--- config.mk ---
export PLATFORM = sky130hd
export DESIGN_NAME = ble_adv_service_and_name_scanner
export DESIGN_NICKNAME = d
export VERILOG_FILES = /design/src/rtl/bas_pkg.sv /design/src/rtl/bas_parser.sv /design/src/rtl/bas_res_fifo.sv /design/src/rtl/ble_adv_service_and_name_scanner.sv
export SDC_FILE = /design/constraint.sdc
export NUM_CORES = 1
export LEC_CHECK = 0
export BUFFER_PORTS_ARGS = -buffer_cell sky130_fd_sc_hd__buf_4
export CORE_AREA = 2 2 163 165
export CTS_BUF_LIST = sky130_fd_sc_hd__clkbuf_16
export DETAILED_ROUTE_END_ITERATION = 6
export DIE_AREA = 0 0 165 167
export HOLD_SLACK_MARGIN = 0.06
export SKIP_CTS_REPAIR_TIMING = 1
export SYNTH_ARGS = -nofsm -noshare
export SYNTH_HDL_FRONTEND = slang
export SYNTH_SLANG_ARGS = --single-unit
--- constraint.sdc ---
create_clock -name clk -period 10.3 [get_ports clk]
set_clock_uncertainty 0.1 [all_clocks]
set_input_delay 0 -clock clk [delete_from_list [all_inputs] [get_ports clk]]
set_output_delay 0 -clock clk [all_outputs]
set_load 0.05 [all_outputs]
--- src/rtl/bas_pkg.sv ---
// Shared types and constants for the advertising payload scanner.
package bas_pkg;

  // Longest name kept is NAME_MAX-1 bytes.
  localparam int NAME_MAX = 32;
  localparam logic [7:0] NameLimit = 8'(NAME_MAX - 1);

  // AD structure types of interest.
  localparam logic [7:0] AdUuid16Part  = 8'h02;
  localparam logic [7:0] AdUuid16Full  = 8'h03;
  localparam logic [7:0] AdNameShort   = 8'h08;
  localparam logic [7:0] AdNameFull    = 8'h09;
  localparam logic [15:0] MatchUuidRst = 16'h1826;

  // Result kinds.
  localparam logic KindName    = 1'b0;
  localparam logic KindSummary = 1'b1;

  // Result queue geometry.
  localparam int FifoDepth = 4;
  localparam int FifoAw    = $clog2(FifoDepth);
  localparam int FifoCw    = $clog2(FifoDepth + 1);

  // One result item as it sits in the queue.
  typedef struct packed {
    logic       kind;
    logic [7:0] name_byte;
    logic       uuid_found;
    logic [7:0] name_length;
    logic       result_last;
  } result_t;

  // Results caused by one accepted byte: an optional name byte, then an
  // optional summary.
  typedef struct packed {
    logic       name_vld;
    logic [7:0] name_byte;
    logic       sum_vld;
    logic       found;
    logic [7:0] name_len;
  } res_pair_t;

endpackage

--- src/rtl/bas_parser.sv ---
// AD structure walker: per-byte parse state and the results each byte causes.
module bas_parser (
  input  logic              clk,
  input  logic              rst,
  input  logic              fire,
  input  logic [7:0]        adv_byte,
  input  logic [7:0]        adv_len,
  input  logic              last,
  input  logic [15:0]       uuid_cfg,
  output bas_pkg::res_pair_t res
);

  typedef enum logic [3:0] {
    PH_LEN  = 4'b0001,
    PH_TYPE = 4'b0010,
    PH_PAY  = 4'b0100,
    PH_STOP = 4'b1000
  } phase_t;

  phase_t     phase, phase_next;
  logic [7:0] pos, pos_next;
  logic [7:0] left, left_next;
  logic [7:0] stype, stype_next;
  logic       pair, pair_next;
  logic [7:0] low, low_next;
  logic       match, match_next;
  logic       done, done_next;
  logic [7:0] count, count_next;

  logic [8:0] struct_end;
  logic [7:0] left_dec;
  logic       is_uuid, is_name, byte_name;

  assign struct_end = {1'b0, pos} + 9'd1 + {1'b0, adv_byte};
  assign left_dec   = left - 8'd1;
  assign is_uuid    = (stype == bas_pkg::AdUuid16Part) || (stype == bas_pkg::AdUuid16Full);
  assign is_name    = (stype == bas_pkg::AdNameShort) || (stype == bas_pkg::AdNameFull);
  assign byte_name  = (adv_byte == bas_pkg::AdNameShort) ||
                      (adv_byte == bas_pkg::AdNameFull);

  always_comb begin
    phase_next = phase;
    pos_next   = pos;
    left_next  = left;
    stype_next = stype;
    pair_next  = pair;
    low_next   = low;
    match_next = match;
    done_next  = done;
    count_next = count;
    res        = '0;
    if (fire) begin
      if (pos < adv_len) begin
        case (phase)
          PH_LEN: begin
            if (adv_byte == 8'd0 || struct_end > {1'b0, adv_len}) begin
              phase_next = PH_STOP;
            end else begin
              left_next  = adv_byte;
              phase_next = PH_TYPE;
            end
          end
          PH_TYPE: begin
            stype_next = adv_byte;
            pair_next  = 1'b0;
            left_next  = left_dec;
            if (left_dec == 8'd0) begin
              if (byte_name) done_next = 1'b1;
              phase_next = PH_LEN;
            end else begin
              phase_next = PH_PAY;
            end
          end
          PH_PAY: begin
            if (is_uuid) begin
              if (!pair) begin
                low_next  = adv_byte;
                pair_next = 1'b1;
              end else begin
                if ({adv_byte, low} == uuid_cfg) match_next = 1'b1;
                pair_next = 1'b0;
              end
            end else if (is_name && !done && count < bas_pkg::NameLimit) begin
              res.name_vld  = 1'b1;
              res.name_byte = adv_byte;
              count_next    = count + 8'd1;
            end
            left_next = left_dec;
            if (left_dec == 8'd0) begin
              if (is_name) done_next = 1'b1;
              phase_next = PH_LEN;
            end
          end
          default: begin
          end
        endcase
      end
      if (pos != 8'hFF) pos_next = pos + 8'd1;
      if (last) begin
        res.sum_vld  = 1'b1;
        res.found    = match_next;
        res.name_len = count_next;
        phase_next   = PH_LEN;
        pos_next     = '0;
        left_next    = '0;
        stype_next   = '0;
        pair_next    = 1'b0;
        low_next     = '0;
        match_next   = 1'b0;
        done_next    = 1'b0;
        count_next   = '0;
      end
    end
  end

  always_ff @(posedge clk) begin
    if (rst) begin
      phase <= PH_LEN;
      pos   <= '0;
      left  <= '0;
      stype <= '0;
      pair  <= 1'b0;
      low   <= '0;
      match <= 1'b0;
      done  <= 1'b0;
      count <= '0;
    end else begin
      phase <= phase_next;
      pos   <= pos_next;
      left  <= left_next;
      stype <= stype_next;
      pair  <= pair_next;
      low   <= low_next;
      match <= match_next;
      done  <= done_next;
      count <= count_next;
    end
  end

endmodule

--- src/rtl/bas_res_fifo.sv ---
// Result queue: takes up to two results a cycle, hands out one per request.
module bas_res_fifo (
  input  logic               clk,
  input  logic               rst,
  input  bas_pkg::res_pair_t res,
  output logic               room,
  output logic               out_valid,
  input  logic               out_ready,
  output logic               kind,
  output logic [7:0]         name_byte,
  output logic               uuid_found,
  output logic [7:0]         name_length,
  output logic               result_last
);

  bas_pkg::result_t entry [bas_pkg::FifoDepth];
  bas_pkg::result_t name_res, sum_res, head;

  logic [bas_pkg::FifoAw-1:0] wr, rd, wr_next, rd_next, wr_sum;
  logic [bas_pkg::FifoCw-1:0] count, count_next;
  logic                       pop;

  assign name_res = '{kind: bas_pkg::KindName, name_byte: res.name_byte,
                      uuid_found: 1'b0, name_length: 8'd0, result_last: 1'b0};
  assign sum_res  = '{kind: bas_pkg::KindSummary, name_byte: 8'd0,
                      uuid_found: res.found, name_length: res.name_len,
                      result_last: 1'b1};

  // Leave space for the worst case of two results from the next request.
  assign room      = count <= bas_pkg::FifoCw'(bas_pkg::FifoDepth - 2);
  assign out_valid = count != '0;
  assign pop       = out_valid && out_ready;
  assign wr_sum    = res.name_vld ? wr + bas_pkg::FifoAw'(1) : wr;

  always_comb begin
    wr_next    = wr + bas_pkg::FifoAw'(res.name_vld) + bas_pkg::FifoAw'(res.sum_vld);
    rd_next    = rd + bas_pkg::FifoAw'(pop);
    count_next = count + bas_pkg::FifoCw'(res.name_vld) + bas_pkg::FifoCw'(res.sum_vld)
                 - bas_pkg::FifoCw'(pop);
  end

  always_ff @(posedge clk) begin
    if (res.name_vld) entry[wr] <= name_res;
    if (res.sum_vld) entry[wr_sum] <= sum_res;
  end

  always_ff @(posedge clk) begin
    if (rst) begin
      wr    <= '0;
      rd    <= '0;
      count <= '0;
    end else begin
      wr    <= wr_next;
      rd    <= rd_next;
      count <= count_next;
    end
  end

  assign head        = entry[rd];
  assign kind        = head.kind;
  assign name_byte   = head.name_byte;
  assign uuid_found  = head.uuid_found;
  assign name_length = head.name_length;
  assign result_last = head.result_last;

endmodule

--- src/rtl/ble_adv_service_and_name_scanner.sv ---
// Top level of the advertising payload scanner: service UUID match and local name.
//
//   channel  direction  handshake              payload
//   in       to block   in_valid / in_ready    adv_byte, adv_len, last
//   out      from block out_valid / out_ready  kind, name_byte, uuid_found,
//                                              name_length, result_last
//   cfg      to block   cfg_valid / cfg_ready  match_uuid
//
// One byte request is taken per cycle; its results are written into a
// four-entry queue at the accepting edge and show on the output from the next
// cycle. A byte causes at most two results (a name byte, then the summary on
// the last byte). in_ready drops while the queue could not absorb two more
// results, so a stalled output side holds the input once three results wait.
// Synchronous reset clears parse state and the queue, and loads the UUID
// register with 0x1826; cfg_ready is always high.
module ble_adv_service_and_name_scanner (
  input  logic        clk,
  input  logic        rst,
  input  logic        in_valid,
  output logic        in_ready,
  input  logic [7:0]  adv_byte,
  input  logic [7:0]  adv_len,
  input  logic        last,
  output logic        out_valid,
  input  logic        out_ready,
  output logic        kind,
  output logic [7:0]  name_byte,
  output logic        uuid_found,
  output logic [7:0]  name_length,
  output logic        result_last,
  input  logic        cfg_valid,
  output logic        cfg_ready,
  input  logic [15:0] match_uuid
);

  logic               fire;
  logic               room;
  logic [15:0]        uuid_cfg;
  bas_pkg::res_pair_t res;

  // Take a config write in any cycle.
  assign cfg_ready = 1'b1;

  always_ff @(posedge clk) begin
    if (rst) begin
      uuid_cfg <= bas_pkg::MatchUuidRst;
    end else if (cfg_valid) begin
      uuid_cfg <= match_uuid;
    end
  end

  // Advance the parser only on an accepted byte request.
  assign in_ready = room;
  assign fire     = in_valid && room;

  bas_parser u_parser (
    .clk      (clk),
    .rst      (rst),
    .fire     (fire),
    .adv_byte (adv_byte),
    .adv_len  (adv_len),
    .last     (last),
    .uuid_cfg (uuid_cfg),
    .res      (res)
  );

  // Hold results until the consumer takes them.
  bas_res_fifo u_fifo (
    .clk         (clk),
    .rst         (rst),
    .res         (res),
    .room        (room),
    .out_valid   (out_valid),
    .out_ready   (out_ready),
    .kind        (kind),
    .name_byte   (name_byte),
    .uuid_found  (uuid_found),
    .name_length (name_length),
    .result_last (result_last)
  );

endmodule
After elaboration in Yosys (flattened, before gate mapping)
Memory sizes are Yosys's and may differ from the RTL's. A register that Yosys moved wholly into a read port is not among the register bits.
Cells that the tools add are included.
{"block": "op_classes", "n_eq_ne": 18, "addsub": 12, "n_reduce_logical": 28, "n_mux": 55, "order_cmp": 4}
{"operator": "8-bit 2-to-1 mux", "n": 18}
{"operator": "9-bit 2-to-1 mux", "n": 4}
{"operator": "8-bit by 4-bit == test with 1-bit output, second input constant", "n": 4}
{"operator": "1-bit 2-to-1 mux", "n": 20}
{"operator": "19-bit 2-to-1 mux", "n": 1}
{"operator": "8-bit by 1-bit adder with 8-bit output, second input constant", "n": 2}
{"operator": "16-bit == test", "n": 1}
{"operator": "8-bit by 2-bit == test with 1-bit output, second input constant", "n": 2}
{"operator": "8-bit logical NOT", "n": 2}
{"operator": "4-bit 2-to-1 mux", "n": 4}
{"operator": "8-bit one-hot mux with 2 select lines", "n": 1}
{"operator": "3-bit by 2-bit != test with 1-bit output, second input constant", "n": 5}
{"operator": "4-bit one-hot mux with 3 select lines", "n": 1}
{"operator": "4-bit AND reduction", "n": 3}
{"operator": "10-bit 2-to-1 mux", "n": 1}
{"operator": "2-bit nonzero test", "n": 5}
{"operator": "8-bit by 1-bit adder with 9-bit output, second input constant", "n": 1}
{"operator": "9-bit by 8-bit adder with 9-bit output", "n": 1}
{"operator": "9-bit by 8-bit greater-than comparator with 1-bit output", "n": 1}
{"operator": "3-bit nonzero test", "n": 3}
{"operator": "8-bit by 5-bit < comparator with 1-bit output, second input constant", "n": 1}
{"operator": "8-bit < comparator", "n": 1}
{"operator": "8-bit != test, second input constant", "n": 1}
{"operator": "8-bit by 1-bit subtractor with 8-bit output, second input constant", "n": 1}
{"operator": "22 further kinds", "n": 33}
{"block": "word_totals", "regBits": 70, "mem_count": 1, "output_inout_bits": 22, "ram_bits": 76, "word_cells": 131}
{"name": "u_fifo.entry", "words": 4, "word_bits": 19, "rd": 1, "rd_clocked_by_memory_dff": 1, "wr": 2, "line_no": "bas_res_fifo.sv:16", "source": "bas_pkg::result_t entry [bas_pkg::FifoDepth];"}

Logic depth before layout (Yosys ltp)
{"block": "logic_depth", "depth_word": 13, "ltp_mapped": 17, "mapped_depth_nobuf": 15}

By module
Synthesis repeated with hierarchy kept, for this count alone.
{"block": "hier_totals", "hier_cells": 803, "hier_area_um2": 8185.4}
{"module": "bas_res_fifo", "cells_each": 323, "n_inst": 1, "area_each_um2": 4175.3, "seq_area_each_um2": 1941.9}
{"module": "bas_parser", "cells_each": 425, "n_inst": 1, "area_each_um2": 3398.3, "seq_area_each_um2": 920.9}
{"module": "ble_adv_service_and_name_scanner", "cells_each": 55, "n_inst": 1, "area_each_um2": 611.8, "seq_area_each_um2": 320.3}

Worst setup path before layout
Ideal clock, no wire load.
{"block": "synth_path", "kind": "register to register", "from": "register u_parser.pos[0]", "to": "register u_parser.left[1]", "slack_ns": 6.765, "period_less_slack_ns": 3.535, "path_stages_with_launch": 17, "setup_ns": 0.123, "t_arrival_ns": 3.311, "cell_sequence": "dfxtp_1 -> inv_1 -> ha_1 -> inv_1 -> fa_1 -> a211oi_1 -> o21bai_1 -> a21oi_1 -> xnor2_1 -> ha_1 -> a22oi_1 -> o211ai_1 -> o221ai_1 -> a211oi_2 -> or3_1 -> buf_2 -> mux2_1"}
{"block": "synth_between", "elab_chain_cells": 6, "word_cells_on_any_way": 8, "classes_between": "add/sub: 2; order compare: 2; eq/ne: 1; reduce/logical: 3"}
{"item": "from (decl)", "line_no": "bas_parser.sv:21", "source": "logic [7:0] pos, pos_next;"}
{"item": "from (signal assigned)", "line_no": "bas_parser.sv:129", "source": "pos <= pos_next;"}
{"item": "8-bit by 1-bit adder with 9-bit output", "line_no": "bas_parser.sv:34", "source": "assign struct_end = {1'b0, pos} + 9'd1 + {1'b0, adv_byte};"}
{"item": "9-bit by 8-bit adder with 9-bit output", "line_no": "bas_parser.sv:34"}
{"item": "9-bit by 8-bit greater-than comparator with 1-bit output", "line_no": "bas_parser.sv:56", "source": "if (adv_byte == 8'd0 || struct_end > {1'b0, adv_len}) begin"}
{"item": "1-bit logical OR", "line_no": "bas_parser.sv:56"}
{"item": "3-bit != test (no line)"}
{"item": "4-bit AND reduction (no line) (*)"}
{"item": "to (signal assigned)", "line_no": "bas_parser.sv:130", "source": "left <= left_next;"}
{"item": "to (decl)", "line_no": "bas_parser.sv:22", "source": "logic [7:0] left, left_next;"}
Every way passes the cells marked *; elsewhere a longest branch is shown, timed or not.
A chain may end at the register's enable or synchronous reset.

Worst setup path in the final report
{"block": "layout_path", "from": "register u_fifo.count[1] (netlist bit)", "to": "register u_fifo.count[2] (netlist bit)"}
{"block": "layout_between", "elab_chain_cells": 6, "word_cells_on_any_way": 8, "classes_between": "add/sub: 3; order compare: 1; mux: 1; reduce/logical: 3"}
{"item": "from (decl)", "line_no": "bas_res_fifo.sv:20", "source": "logic [bas_pkg::FifoCw-1:0] count, count_next;"}
{"item": "from (signal assigned)", "line_no": "bas_res_fifo.sv:55", "source": "count <= count_next;"}
{"item": "3-bit by 2-bit less-or-equal comparator with 1-bit output", "line_no": "bas_res_fifo.sv:30", "source": "assign room = count <= bas_pkg::FifoCw'(bas_pkg::FifoDepth - 2);"}
{"item": "1-bit logical AND", "line_no": "ble_adv_service_and_name_scanner.sv:54", "source": "assign fire = in_valid && room;"}
{"item": "19-bit 2-to-1 mux", "line_no": "bas_parser.sv:52", "source": "if (fire) begin"}
{"item": "3-bit by 1-bit adder with 3-bit output (2 in a row)", "line_no": "bas_res_fifo.sv:38", "source": "count_next = count + bas_pkg::FifoCw'(res.name_vld) + bas_pkg::FifoCw'(res.sum_vld)"}
{"item": "3-bit by 1-bit subtractor with 3-bit output (*)", "line_no": "bas_res_fifo.sv:39", "source": "- bas_pkg::FifoCw'(pop);"}
Marks and branches as above.

==> flow_summary.toml <==
[sta]
hold_viol_final = 0
rsz0062_at_grt = "no"
tns_ns = 0
min_period_over_period = 0.3963
slew-limit-headroom = 0.2214
clock.fmax_mhz = 245.0
fin_crit_ns = 4.082
slew_viol_final = 0
setup_viol = 0
worstMarginPinSlew_ns = 1.156

[worst_setup_path]
crit_fanout = 40
critPathCaptureType = "flip-flop"
worstPathCellList = "nor3b_1 -> o21ai_1 -> buf_4 -> nor2_2 -> buf_4 -> clkinv_1 -> ha_1 -> inv_1 -> fa_1 -> fa_1 -> xor2_1 -> nor2_1"
cp_slowest_stage_delay_ns = 0.75
path_class = "flip-flop to flip-flop"
critPathBufInv = 4
arrival_ns = 4.29
slowest_stage = "clkinv_1"
cp_top_family = "buffers and inverters"
crit_required_ns = 10.50
startpoint_type = "flip-flop"

[drt]
routed-via-count = 6072
vias_per_cell = 5.146
route.detailed.drc = 0
drt_iter0_markers = 480
wl_mm = 20.26
drt_pass1_iterations = 5
routedWlPerCell_um = 17.17
ant_nets = 0

[clock_tree]
insertion_delay_ns = 0.43
path_clk_slew_ns = 0.07
tritoncts = "built"
cts_sinks = 141
htreeDepth = 4
root_buffer = "clkbuf_16"
clockBufferDepth = 2
cts_buffers = 17

[synthesis]
ys_types = 78
synthAdderAreaFrac = 0.06623
synth_xor_area_frac = 0.03557
synth_mux_area_frac = 0.1308
synth_edf_count = 36
post_synth.cell_area_avg_um2 = 10.26
syn_area_um2 = 7632
ys_seq_elements = 141
synth_top_family_by_area = "simple AND/OR/NAND/NOR gates"
synth_compound_area_frac = 0.1456
async_reset_ff_frac = 0
postSynthCellCount = 744
yosysSeqAreaShare = 0.4170
yosys_warnings = 0
synth_nets = 820
synth_ff_type = "dfxtp_1"
synth_simple_gate_area_frac = 0.1666

[power]
ir_worst_vdd_mv = 0.1237
sw_frac_of_total = 0.3474
p_leak_nw = 3.499
power_per_cell_area_nw_per_um2 = 181.1
p_clk_frac = 0.363
p_comb_frac = 0.271
p_sw_mw = 0.5957
power_frac_seq = 0.366
p_int_mw = 1.119

[placement]
place.gp.congestion = 0.7984
place_hpwl_mm = 13.61
io_buffers = 58
dp_cells = 1094

[global_routing]
grt_pass1_vias = 5697
grt_max_degree = 41
grt_overflow_total = 0
grt_use_total = 0.1480
grt_pass1_wl_mm = 31.64
antenna_found_initial = 0

[layout]
nNetsFinal = 908
antenna_cells = 0
drive_above_1_share = 0.1704
synthToLayoutAreaGrowth_pct = 24.03
final_cell_mix = "dfxtp_1 (105), nor2_1 (67), buf_4 (63)"
instances_no_fill = 1180
final_common_cell = "dfxtp_1"

[status]
status = "finished clean"

[floorplan]
core_um2 = 25760
io_pins = 60
die-area_um2 = 27560
row_count = 59
initial_utilization = 0.2962
dieWidth_um = 165
die_y_um = 167

[min_path]
min-delay-path-class = "primary input to flip-flop"

[flow_run]
cap_viol_max_count = 0
[metrics by stage]
step	hold WS (ns)	util	area, µm²	worst slack [ns]	total power [mW]
after floorplan	0.02904	-	7632	6.765	0.9625
after global placement	0.1174	0.3236	8337	6.367	1.081
after detailed placement	0.1215	0.3236	8337	6.226	1.087
after CTS	-0.3271	0.3465	8926	6.206	1.706
after global routing	0.08982	0.3674	9467	5.855	1.793
final	0.06596	0.3674	9467	6.218	1.715
[final cells by class]
class	count	area [µm²]
Clock buffer	17	425.4
Timing Repair Buffer	117	1013
Multi-Input combinational cell	530	4168
Sequential cell	141	3183
Tap cell	335	419.2
Clock inverter	15	163.9
Fill cell	2565	16300
Inverter	25	93.84
[final timing paths]
check | start | end | slack (ns) | cells past startpoint
worst max-delay path | u_fifo.count[1] | u_fifo.count[2] | 6.22 | 12
worst min-delay path | in_valid | u_parser.pos[4] | 0.07 | 5
worst max register to register | u_fifo.count[1] | u_fifo.count[2] | 6.22 | 12
worst min register to register | u_parser.stype[4] | u_parser.stype[4] | 0.38 | 2
[sequential cells by signal, indices dropped and copies added (netlist names), 3 cells and up]
signal          flops
u_fifo.entry       72
u_parser.count      8
u_parser.left       8
uuid_cfg           16
u_parser.stype      7
u_fifo.count        3
u_parser.low        8
u_parser.phase      4
u_parser.pos        8
[power by group through the flow]
stage	clock network, mW	registers, mW	logic (mW)
6_report	0.622	0.627	0.465
5_1_grt	0.655	0.631	0.506
4_1_cts	0.629	0.627	0.450
3_5_place_dp	0	0.639	0.447
3_3_place_gp	0	0.638	0.443
2_1_floorplan	0	0.624	0.338
[routing by layer]
layer	vias to the layer above	global-route usage	wire length, µm
li1	2964	-	-
met2	141	0.2310	9676
met3	19	0.02889	903
met1	2948	0.2083	9440
met4	0	0.04008	234
met5	-	0	0
[kinds of logic (layout without fill, tap and decap cells)]
family / Yosys count / count (layout)
AOI/OAI and AO/OA: 162 / 162
xor gates and xnor gates: 31 / 31
adders and majority gates: 38 / 38
buffers and inverters: 73 / 174
DFF: 141 / 141
muxes: 77 / 77
other: 1 / 1
and+or+nand+nor: 221 / 221
[worst min-delay path: stages]
cell and delay (ns):
buf_4 0.09, o21ai_1 0.05, buf_4 0.21, o22ai_1 0.14
nor2_1 0.05
[cells in the mapped netlist (3+ instances only)]
library cell  count  area (µm²)
a211oi_1          3       22.52
a21oi_1          55       275.3
a22o_1           12       105.1
a31o_2            3       26.28
a31oi_1           7       43.79
and3_1           12       75.07
and4_1            4       35.03
buf_1             4       15.01
buf_2             5       25.02
clkbuf_1         37       138.9
dfxtp_1         105        2102
edfxtp_1         36        1081
fa_1              4       80.08
ha_1             34       425.4
inv_1            23       86.33
mux2i_1          57       570.6
mux4_2           18       405.4
nand2_1          29       108.9
nand3_1          14       70.07
nand4_1          17       106.4
nor2_1           68       255.2
nor2b_1           7       43.79
nor3_1           25       125.1
nor4_1            7       43.79
nor4_4            5       106.4
o211ai_1          3       22.52
o21a_1            4       30.03
o21ai_0          25       125.1
o21ai_1           4       20.02
o311ai_0          6       52.55
o31ai_1           8       60.06
or2_2             3       18.77
or3_1             6       37.54
xnor2_1          17       148.9
xor2_1           14       122.6
No activity file was read; power rests on OpenSTA's default activity.
